**src/rtl/rbc_pkg.sv**
```systemverilog
// Shared types, codes and backoff tables for the reconnect backoff controller.
package rbc_pkg;

  localparam int BACKOFF_STEPS = 6;

  localparam int FUNC_W  = 3;
  localparam int CODE_W  = 16;
  localparam int TIME_W  = 32;
  localparam int RND_W   = 32;
  localparam int MODE_W  = 3;
  localparam int STEP_W  = 3;
  localparam int HB_W    = 22;
  localparam int DELAY_W = 15;
  localparam int REM_W   = 14;
  localparam int OFS_W   = 16;

  // Remainder unit consumes this many random bits per cycle.
  localparam int DIGIT_W   = 4;
  localparam int DIGITS    = RND_W / DIGIT_W;
  localparam int DIGCNT_W  = $clog2(DIGITS);

  localparam logic [STEP_W-1:0] LAST_STEP = STEP_W'(BACKOFF_STEPS - 1);
  localparam logic [HB_W-1:0]   HB_RESET  = HB_W'(15000);

  localparam logic [FUNC_W-1:0] FUNC_OPENED  = 3'd0;
  localparam logic [FUNC_W-1:0] FUNC_CLOSED  = 3'd1;
  localparam logic [FUNC_W-1:0] FUNC_TICK    = 3'd2;
  localparam logic [FUNC_W-1:0] FUNC_CONNECT = 3'd3;
  localparam logic [FUNC_W-1:0] FUNC_START   = 3'd4;

  localparam logic [MODE_W-1:0] MODE_DISCONNECTED = 3'd0;
  localparam logic [MODE_W-1:0] MODE_CONNECTING   = 3'd1;
  localparam logic [MODE_W-1:0] MODE_CONNECTED    = 3'd2;
  localparam logic [MODE_W-1:0] MODE_BACKOFF      = 3'd3;
  localparam logic [MODE_W-1:0] MODE_FATAL        = 3'd4;

  localparam logic [CODE_W-1:0] CLOSE_FATAL_A = 16'd4401;
  localparam logic [CODE_W-1:0] CLOSE_FATAL_B = 16'd4402;
  localparam logic [CODE_W-1:0] CLOSE_FATAL_C = 16'd4426;

  localparam logic [DELAY_W-1:0] DELAY_TABLE [8] = '{
    15'd2000, 15'd4000, 15'd8000, 15'd16000,
    15'd30000, 15'd30000, 15'd30000, 15'd30000
  };

  typedef struct packed {
    logic capture;
    logic mod_step;
    logic commit;
  } dp_cmd_t;

  typedef struct packed {
    logic need_mod;
    logic mod_last;
  } dp_status_t;

  function automatic logic [DELAY_W-1:0] delay_base(input logic [STEP_W-1:0] idx);
    return DELAY_TABLE[idx];
  endfunction

  // Jitter modulus 2*(base/4)+1.
  function automatic logic [REM_W-1:0] jitter_mod(input logic [STEP_W-1:0] idx);
    logic [DELAY_W-1:0] base;
    base = DELAY_TABLE[idx];
    return {base[DELAY_W-1:2], 1'b1};
  endfunction

endpackage

```
**src/rtl/rbc_ctrl.sv**
```systemverilog
// Sequencing state machine for the reconnect backoff controller.
module rbc_ctrl (
  input  logic                clk,
  input  logic                rst,
  input  logic                s_tvalid,
  output logic                s_tready,
  output logic                m_tvalid,
  input  logic                m_tready,
  input  rbc_pkg::dp_status_t status,
  output rbc_pkg::dp_cmd_t    cmd
);
  import rbc_pkg::*;

  localparam logic [1:0] ST_IDLE = 2'd0;
  localparam logic [1:0] ST_MOD  = 2'd1;
  localparam logic [1:0] ST_FIN  = 2'd2;

  logic [1:0] state, state_next;
  logic       out_valid, out_valid_next;
  logic       out_free;

  assign out_free = !out_valid || m_tready;
  // No transfer is taken while reset is held.
  assign s_tready = (state == ST_IDLE) && !rst;
  assign m_tvalid = out_valid;

  always_comb begin
    state_next   = state;
    cmd.capture  = 1'b0;
    cmd.mod_step = 1'b0;
    cmd.commit   = 1'b0;
    case (state)
      ST_IDLE: begin
        if (s_tvalid && s_tready) begin
          cmd.capture = 1'b1;
          state_next  = ST_MOD;
        end
      end
      ST_MOD: begin
        if (!status.need_mod) begin
          state_next = ST_FIN;
        end else begin
          cmd.mod_step = 1'b1;
          if (status.mod_last) state_next = ST_FIN;
        end
      end
      ST_FIN: begin
        // The state update and the result go out together once the slot is free.
        if (out_free) begin
          cmd.commit = 1'b1;
          state_next = ST_IDLE;
        end
      end
      default: state_next = ST_IDLE;
    endcase
  end

  always_comb begin
    out_valid_next = out_valid && !m_tready;
    if (cmd.commit) out_valid_next = 1'b1;
  end

  always_ff @(posedge clk) begin
    if (rst) begin
      state     <= ST_IDLE;
      out_valid <= 1'b0;
    end else begin
      state     <= state_next;
      out_valid <= out_valid_next;
    end
  end

endmodule

```
**src/rtl/rbc_datapath.sv**
```systemverilog
// Link state, deadlines, jitter remainder unit and result register.
module rbc_datapath (
  input  logic                          clk,
  input  logic                          rst,
  input  logic [rbc_pkg::FUNC_W-1:0]    in_func,
  input  logic                          in_present,
  input  logic [rbc_pkg::CODE_W-1:0]    in_code,
  input  logic [rbc_pkg::TIME_W-1:0]    in_now,
  input  logic [rbc_pkg::RND_W-1:0]     in_rnd,
  input  logic                          cfg_we,
  input  logic [rbc_pkg::HB_W-1:0]      cfg_data,
  input  rbc_pkg::dp_cmd_t              cmd,
  output rbc_pkg::dp_status_t           status,
  output logic [rbc_pkg::MODE_W-1:0]    out_state,
  output logic                          out_changed,
  output logic                          out_ping,
  output logic                          out_reconnect
);
  import rbc_pkg::*;

  // Captured item
  logic [FUNC_W-1:0]   func;
  logic                present;
  logic [CODE_W-1:0]   code;
  logic [TIME_W-1:0]   now;
  logic [RND_W-1:0]    rnd_sh;

  // Persistent state
  logic [MODE_W-1:0]   link_mode, link_mode_next;
  logic [STEP_W-1:0]   retry_step, retry_step_next;
  logic [TIME_W-1:0]   ping_deadline, ping_deadline_next;
  logic [TIME_W-1:0]   retry_deadline, retry_deadline_next;
  logic [HB_W-1:0]     hb_interval;

  // Remainder unit
  logic [REM_W-1:0]    rem, rem_next;
  logic [DIGCNT_W-1:0] digit_cnt;
  logic [REM_W-1:0]    modulus;
  logic [REM_W:0]      partial;

  logic                fatal_code;
  logic                ping, reconnect;
  logic [DELAY_W-1:0]  base;
  logic [OFS_W-1:0]    offset;
  logic [TIME_W-1:0]   now_plus_hb;
  logic [TIME_W-1:0]   ping_age, retry_age;

  always_comb begin
    case (code)
      CLOSE_FATAL_A, CLOSE_FATAL_B, CLOSE_FATAL_C: fatal_code = present;
      default:                                     fatal_code = 1'b0;
    endcase
  end

  assign status.need_mod = (func == FUNC_CLOSED) && !fatal_code;
  assign status.mod_last = (digit_cnt == DIGCNT_W'(DIGITS - 1));

  assign modulus = jitter_mod(retry_step);

  // Restoring remainder, most significant random bits first.
  always_comb begin
    partial = {1'b0, rem};
    for (int k = 0; k < DIGIT_W; k++) begin
      partial = {partial[REM_W-1:0], rnd_sh[RND_W-1-k]};
      if (partial >= {1'b0, modulus}) partial = partial - {1'b0, modulus};
    end
    rem_next = partial[REM_W-1:0];
  end

  assign base        = delay_base(retry_step);
  // base - base/4 + remainder, the jittered delay.
  assign offset      = {1'b0, base} - {3'b000, base[DELAY_W-1:2]} + {2'b00, rem};
  assign now_plus_hb = now + {{(TIME_W-HB_W){1'b0}}, hb_interval};
  assign ping_age    = now - ping_deadline;
  assign retry_age   = now - retry_deadline;

  always_comb begin
    link_mode_next      = link_mode;
    retry_step_next     = retry_step;
    ping_deadline_next  = ping_deadline;
    retry_deadline_next = retry_deadline;
    ping                = 1'b0;
    reconnect           = 1'b0;
    case (func)
      FUNC_OPENED: begin
        retry_step_next    = '0;
        ping_deadline_next = now_plus_hb;
        link_mode_next     = MODE_CONNECTED;
      end
      FUNC_CLOSED: begin
        if (fatal_code) begin
          link_mode_next = MODE_FATAL;
        end else begin
          retry_deadline_next = now + {{(TIME_W-OFS_W){1'b0}}, offset};
          if (retry_step < LAST_STEP) retry_step_next = retry_step + STEP_W'(1);
          link_mode_next = MODE_BACKOFF;
        end
      end
      FUNC_TICK: begin
        // Deadlines are due when the wrapped age is non-negative.
        if (link_mode == MODE_BACKOFF && !retry_age[TIME_W-1]) begin
          reconnect      = 1'b1;
          link_mode_next = MODE_CONNECTING;
        end else if (link_mode == MODE_CONNECTED && !ping_age[TIME_W-1]) begin
          ping               = 1'b1;
          ping_deadline_next = now_plus_hb;
        end
      end
      FUNC_CONNECT: begin
        if (link_mode != MODE_FATAL) begin
          retry_deadline_next = now;
          link_mode_next      = MODE_CONNECTING;
        end
      end
      FUNC_START: link_mode_next = MODE_CONNECTING;
      default: ;
    endcase
  end

  always_ff @(posedge clk) begin
    if (rst) begin
      link_mode      <= MODE_DISCONNECTED;
      retry_step     <= '0;
      ping_deadline  <= '0;
      retry_deadline <= '0;
      hb_interval    <= HB_RESET;
    end else begin
      if (cfg_we) hb_interval <= cfg_data;
      if (cmd.commit) begin
        link_mode      <= link_mode_next;
        retry_step     <= retry_step_next;
        ping_deadline  <= ping_deadline_next;
        retry_deadline <= retry_deadline_next;
      end
    end
  end

  always_ff @(posedge clk) begin
    if (cmd.capture) begin
      func      <= in_func;
      present   <= in_present;
      code      <= in_code;
      now       <= in_now;
      rnd_sh    <= in_rnd;
      rem       <= '0;
      digit_cnt <= '0;
    end else if (cmd.mod_step) begin
      rnd_sh    <= {rnd_sh[RND_W-DIGIT_W-1:0], {DIGIT_W{1'b0}}};
      rem       <= rem_next;
      digit_cnt <= digit_cnt + DIGCNT_W'(1);
    end
    if (cmd.commit) begin
      out_state     <= link_mode_next;
      out_changed   <= (link_mode_next != link_mode);
      out_ping      <= ping;
      out_reconnect <= reconnect;
    end
  end

endmodule

```
**src/rtl/reconnect_backoff_controller_unit.sv**
```systemverilog
// Top level of the reconnect backoff controller: stream ports, config register port.
//
//  Channel   Direction  Handshake          Contents
//  s_*       in         s_tvalid/s_tready  events and ticks (func, close code, time, random)
//  m_*       out        m_tvalid/m_tready  one status result per input transfer
//  cfg_*     in         cfg_we             heartbeat interval in milliseconds
//
// A close that backs off takes longer from input transfer to result than any
// other item, as the remainder unit reduces the random word four bits per
// cycle for the jitter.
// One item is in work at a time; a finished result waits in the output
// register while the next item is taken. Reset is synchronous and sets the
// link to disconnected and the heartbeat interval to 15000 ms.
module reconnect_backoff_controller_unit (
  input  logic                       clk,
  input  logic                       rst,
  input  logic                       s_tvalid,
  output logic                       s_tready,
  input  logic [79:0]                s_tdata,   // close_code, now_ms, random_word
  input  logic [3:0]                 s_tuser,   // func, close_present
  output logic                       m_tvalid,
  input  logic                       m_tready,
  output logic [7:0]                 m_tdata,   // link_state, state_changed,
                                                // send_ping, start_reconnect, zero pad
  input  logic                       cfg_we,
  input  logic [rbc_pkg::HB_W-1:0]   cfg_data
);
  import rbc_pkg::*;

  dp_cmd_t           cmd;
  dp_status_t        status;
  logic [MODE_W-1:0] out_state;
  logic              out_changed;
  logic              out_ping;
  logic              out_reconnect;

  rbc_ctrl u_ctrl (
    .clk      (clk),
    .rst      (rst),
    .s_tvalid (s_tvalid),
    .s_tready (s_tready),
    .m_tvalid (m_tvalid),
    .m_tready (m_tready),
    .status   (status),
    .cmd      (cmd)
  );

  rbc_datapath u_datapath (
    .clk           (clk),
    .rst           (rst),
    .in_func       (s_tuser[2:0]),
    .in_present    (s_tuser[3]),
    .in_code       (s_tdata[15:0]),
    .in_now        (s_tdata[47:16]),
    .in_rnd        (s_tdata[79:48]),
    .cfg_we        (cfg_we),
    .cfg_data      (cfg_data),
    .cmd           (cmd),
    .status        (status),
    .out_state     (out_state),
    .out_changed   (out_changed),
    .out_ping      (out_ping),
    .out_reconnect (out_reconnect)
  );

  assign m_tdata = {2'b00, out_reconnect, out_ping, out_changed, out_state};

endmodule
```
**config.mk**
```make
export PLATFORM = sky130hd
export DESIGN_NAME = reconnect_backoff_controller_unit
export DESIGN_NICKNAME = d
export VERILOG_FILES = /design/src/rtl/rbc_pkg.sv /design/src/rtl/rbc_ctrl.sv /design/src/rtl/rbc_datapath.sv /design/src/rtl/reconnect_backoff_controller_unit.sv
export SDC_FILE = /design/constraint.sdc
export NUM_CORES = 1
export LEC_CHECK = 0
export BUFFER_PORTS_ARGS = -buffer_cell sky130_fd_sc_hd__buf_2
export CAP_MARGIN = 0
export CORE_MARGIN = 2
export CORE_UTILIZATION = 62
export DETAILED_ROUTE_END_ITERATION = 12
export PLACE_DENSITY = 0.91
export SYNTH_ARGS = -nofsm -noshare
export SYNTH_HDL_FRONTEND = slang
export SYNTH_SLANG_ARGS = --single-unit
```
**constraint.sdc**
```tcl
create_clock -name clk -period 13.3 [get_ports clk]
set_clock_uncertainty 0.05 [all_clocks]
set_input_delay 2.66 -clock clk [delete_from_list [all_inputs] [get_ports clk]]
set_output_delay 2.66 -clock clk [all_outputs]
set_load 0.01 [all_outputs]
```
==> flow_summary.yaml <==
cells_and_area:
  finalNetCount: 2106
  drive_above_1_share_pct: 11.07
  diodes: 0
  final_cell_area_mm2: 0.01651
  area_delta_synth_final_pct: 10.06
global_routing:
  track_usage_pct: 29.15
  grt_pass1_vias: 12626
  antenna_found_initial: 0
  grt_pass1_wl_um: 61730
  grt_max_degree: 82
  grt_overflow: 0
clock_network:
  clock_path_buffers: 3
  clock-sinks: 202
  cts_tree: "done"
  htree_levels: 1
  postCtsHoldBufs: 0
  clkTransAtPathRegs_ns: 0.06
  cts_resized: 0
  numCtsBuffers: 24
  root_buffer: "clkbuf_16"
  clk_latency_ns: 0.55
  cts_setup_buffers: 0
yosys:
  synth_ff_type: "dfxtp_1"
  ys_warn_count: 0
  synthArstFlopShare_pct: 0
  syn_inst: 1728
  ys_seq_area_share_pct: 32.96
  synth_edf_count: 90
  synth_area_per_cell_um2: 8.682
  synth_cell_type_count: 90
  mappedNetlistArea_mm2: 0.01500
  synth_seq_cells: 202
die:
  die_w_um: 159.6
  start_util_pct: 63.53
  coreArea_mm2: 0.02361
  io_pins: 121
  std_cell_rows: 56
  dieHeight_um: 159.6
  die-area_mm2: 0.02546
timing:
  min_period_over_period_pct: 82.64
  min_period_ns: 10.99
  slew_violations: 0
  tightest_slew_ns: 1.041
  setup_viol: 0
  maxSlewHeadroom_pct: 30.59
  rsz0062_at_grt: "false"
  tns_ns: 0
  hold_viol: 0
  fmax_mhz: 90.99
placement:
  post_dp_cell_area_mm2: 0.01579
  portBuffers: 118
  place_hpwl_um: 27250
  gp_congestion: 0.9583
drt:
  drc: 0
  via_per_inst: 6.048
  drtPass1Iterations: 7
  wl_per_cell_um: 17.53
  ant_nets: 0
  drt-total-wl_um: 37750
  first_iter_violations: 1045
  vias: 13021
critical_path:
  reg2reg_slack_ns: 2.31
  critPathRequiredTime_ns: 13.68
  critPathMaxFanout: 23
  slowest_delay_ns: 0.77
  cpMostUsedCell: "ha_1"
  critPathArrivalTime_ns: 11.38
  slowest_stage: "dfxtp_1"
  path_class: "reg -> reg"
  critPathCaptureType: "register"
  crit_path_start_kind: "register"
min_path:
  hp-class: "reg -> reg"
status:
  status: "completed"
run:
  maxCapViolCount: 0
-- layout make-up --
class	count	area, µm²
multi-input cells	1323	9274
fillers	1747	7102
flip-flops and latches	202	4945
repair buffers	125	645.6
clock buffers	31	626.9
inverters	140	525.5
well taps	319	399.1
clock inverters	13	95.09
-- sequential cells by signal (all words and copies together) (netlist names) --
signal                     flops
u_datapath.retry_deadline     32
u_datapath.out_state           3
u_datapath.link_mode           3
u_ctrl.state                   2
u_datapath.out_ping            1
u_datapath.hb_interval        22
u_ctrl.m_tvalid                1
u_datapath.code               16
u_datapath.out_changed         1
u_datapath.func                3
u_datapath.digit_cnt           3
u_datapath.present             1
u_datapath.retry_step          3
u_datapath.now                32
u_datapath.out_reconnect       1
u_datapath.ping_deadline      32
u_datapath.rem                14
u_datapath.rnd_sh             32
-- worst max-delay path, delay by kind of cell, from the launching register on --
kind	cells	cell delay (ns)
AO/OA/AOI/OAI	12	2.58
XOR/XNOR	1	0.22
adder cells (fa/ha/maj)	5	1.93
buffers and inverters	3	0.98
flip-flops	1	0.77
multiplexers	2	0.75
AND/OR/NAND/NOR	14	3.63
-- per-stage QoR --
step | worst slack (ns) | cells | hold slack, ns | util [%]
after floorplan | 3.230 | 1729 | 0.3877 | -
after global placement | 2.825 | 2109 | 0.3957 | 66.87
after global routing | 1.589 | 2153 | 0.4468 | 69.92
after detailed placement | 2.543 | 2109 | 0.4064 | 66.87
final | 2.309 | 2153 | 0.4131 | 69.92
after CTS | 2.525 | 2153 | 0.4160 | 69.92
-- cells by family (layout without fill, tap and decap cells) --
kind of cell	count (synthesis)	count (layout)	share of synthesized area, %
AO/OA/AOI/OAI	403	403	18.12
buffers and inverters	204	309	5.363
adder cells (fa/ha/maj)	180	180	15.25
flip-flops	202	202	32.96
multiplexers	65	65	4.562
other	1	2	0.02500
XOR/XNOR	108	108	6.305
AND/OR/NAND/NOR	565	565	17.42
-- synth_stat cells (33+ instances only) --
cell / number / area [µm²]
o21ai_0: 72 / 360.4
edfxtp_1: 90 / 2703
nor3_1: 35 / 175.2
clkbuf_1: 46 / 172.7
inv_1: 139 / 521.8
a211oi_1: 46 / 345.3
nand2_1: 188 / 705.7
mux2i_1: 49 / 490.5
dfxtp_1: 112 / 2242
xnor2_1: 75 / 656.9
nor2_1: 174 / 653.1
ha_1: 174 / 2177
xor2_1: 33 / 289.0
a21o_1: 42 / 315.3
a21oi_1: 103 / 515.5
-- path summary, 6_finish.rpt --
path / from / to / cells after the start
worst max-delay path: u_datapath.retry_step[2] / u_datapath.rem[8] / 37
worst min-delay path: u_datapath.digit_cnt[2] / u_datapath.digit_cnt[2] / 2
worst max register to register: u_datapath.retry_step[2] / u_datapath.rem[8] / 37
worst min register to register: u_datapath.digit_cnt[2] / u_datapath.digit_cnt[2] / 2
-- layer usage --
| metal | vias up | track usage (%) | part of all wire, % |
|---|---|---|---|
| met5 | - | 0 | 0 |
| met2 | 471 | 50.00 | 48 |
| met1 | 6153 | 38.16 | 43 |
| met3 | 94 | 4.376 | 6.5 |
| li1 | 6303 | - | - |
| met4 | 0 | 8.512 | 2.8 |
-- placed cells by master, fill, tap and decap left out, types with 10 or more instances in the layout --
| cell type | n |
|---|---|
| clkbuf_16 | 24 |
| a21boi_0 | 12 |
| nand2b_1 | 25 |
| mux2i_1 | 49 |
| a21o_1 | 42 |
| nor2_1 | 174 |
| a211oi_1 | 46 |
| or3_1 | 12 |
| o21ai_0 | 72 |
| edfxtp_1 | 90 |
| a211o_1 | 12 |
| nor2b_1 | 28 |
| xnor2_1 | 75 |
| ha_1 | 174 |
| a31oi_1 | 10 |
| nand2_1 | 188 |
| and3_1 | 18 |
| nand4_1 | 13 |
| nor3_1 | 34 |
| nand3_1 | 22 |
| buf_2 | 117 |
| xor2_1 | 33 |
| o21a_1 | 17 |
| inv_1 | 138 |
| a21oi_1 | 102 |
| dfxtp_1 | 112 |
Power is left out: the tool's default activity adds up to more than one toggle a clock period on the data nets, which glitch-free logic cannot reach.
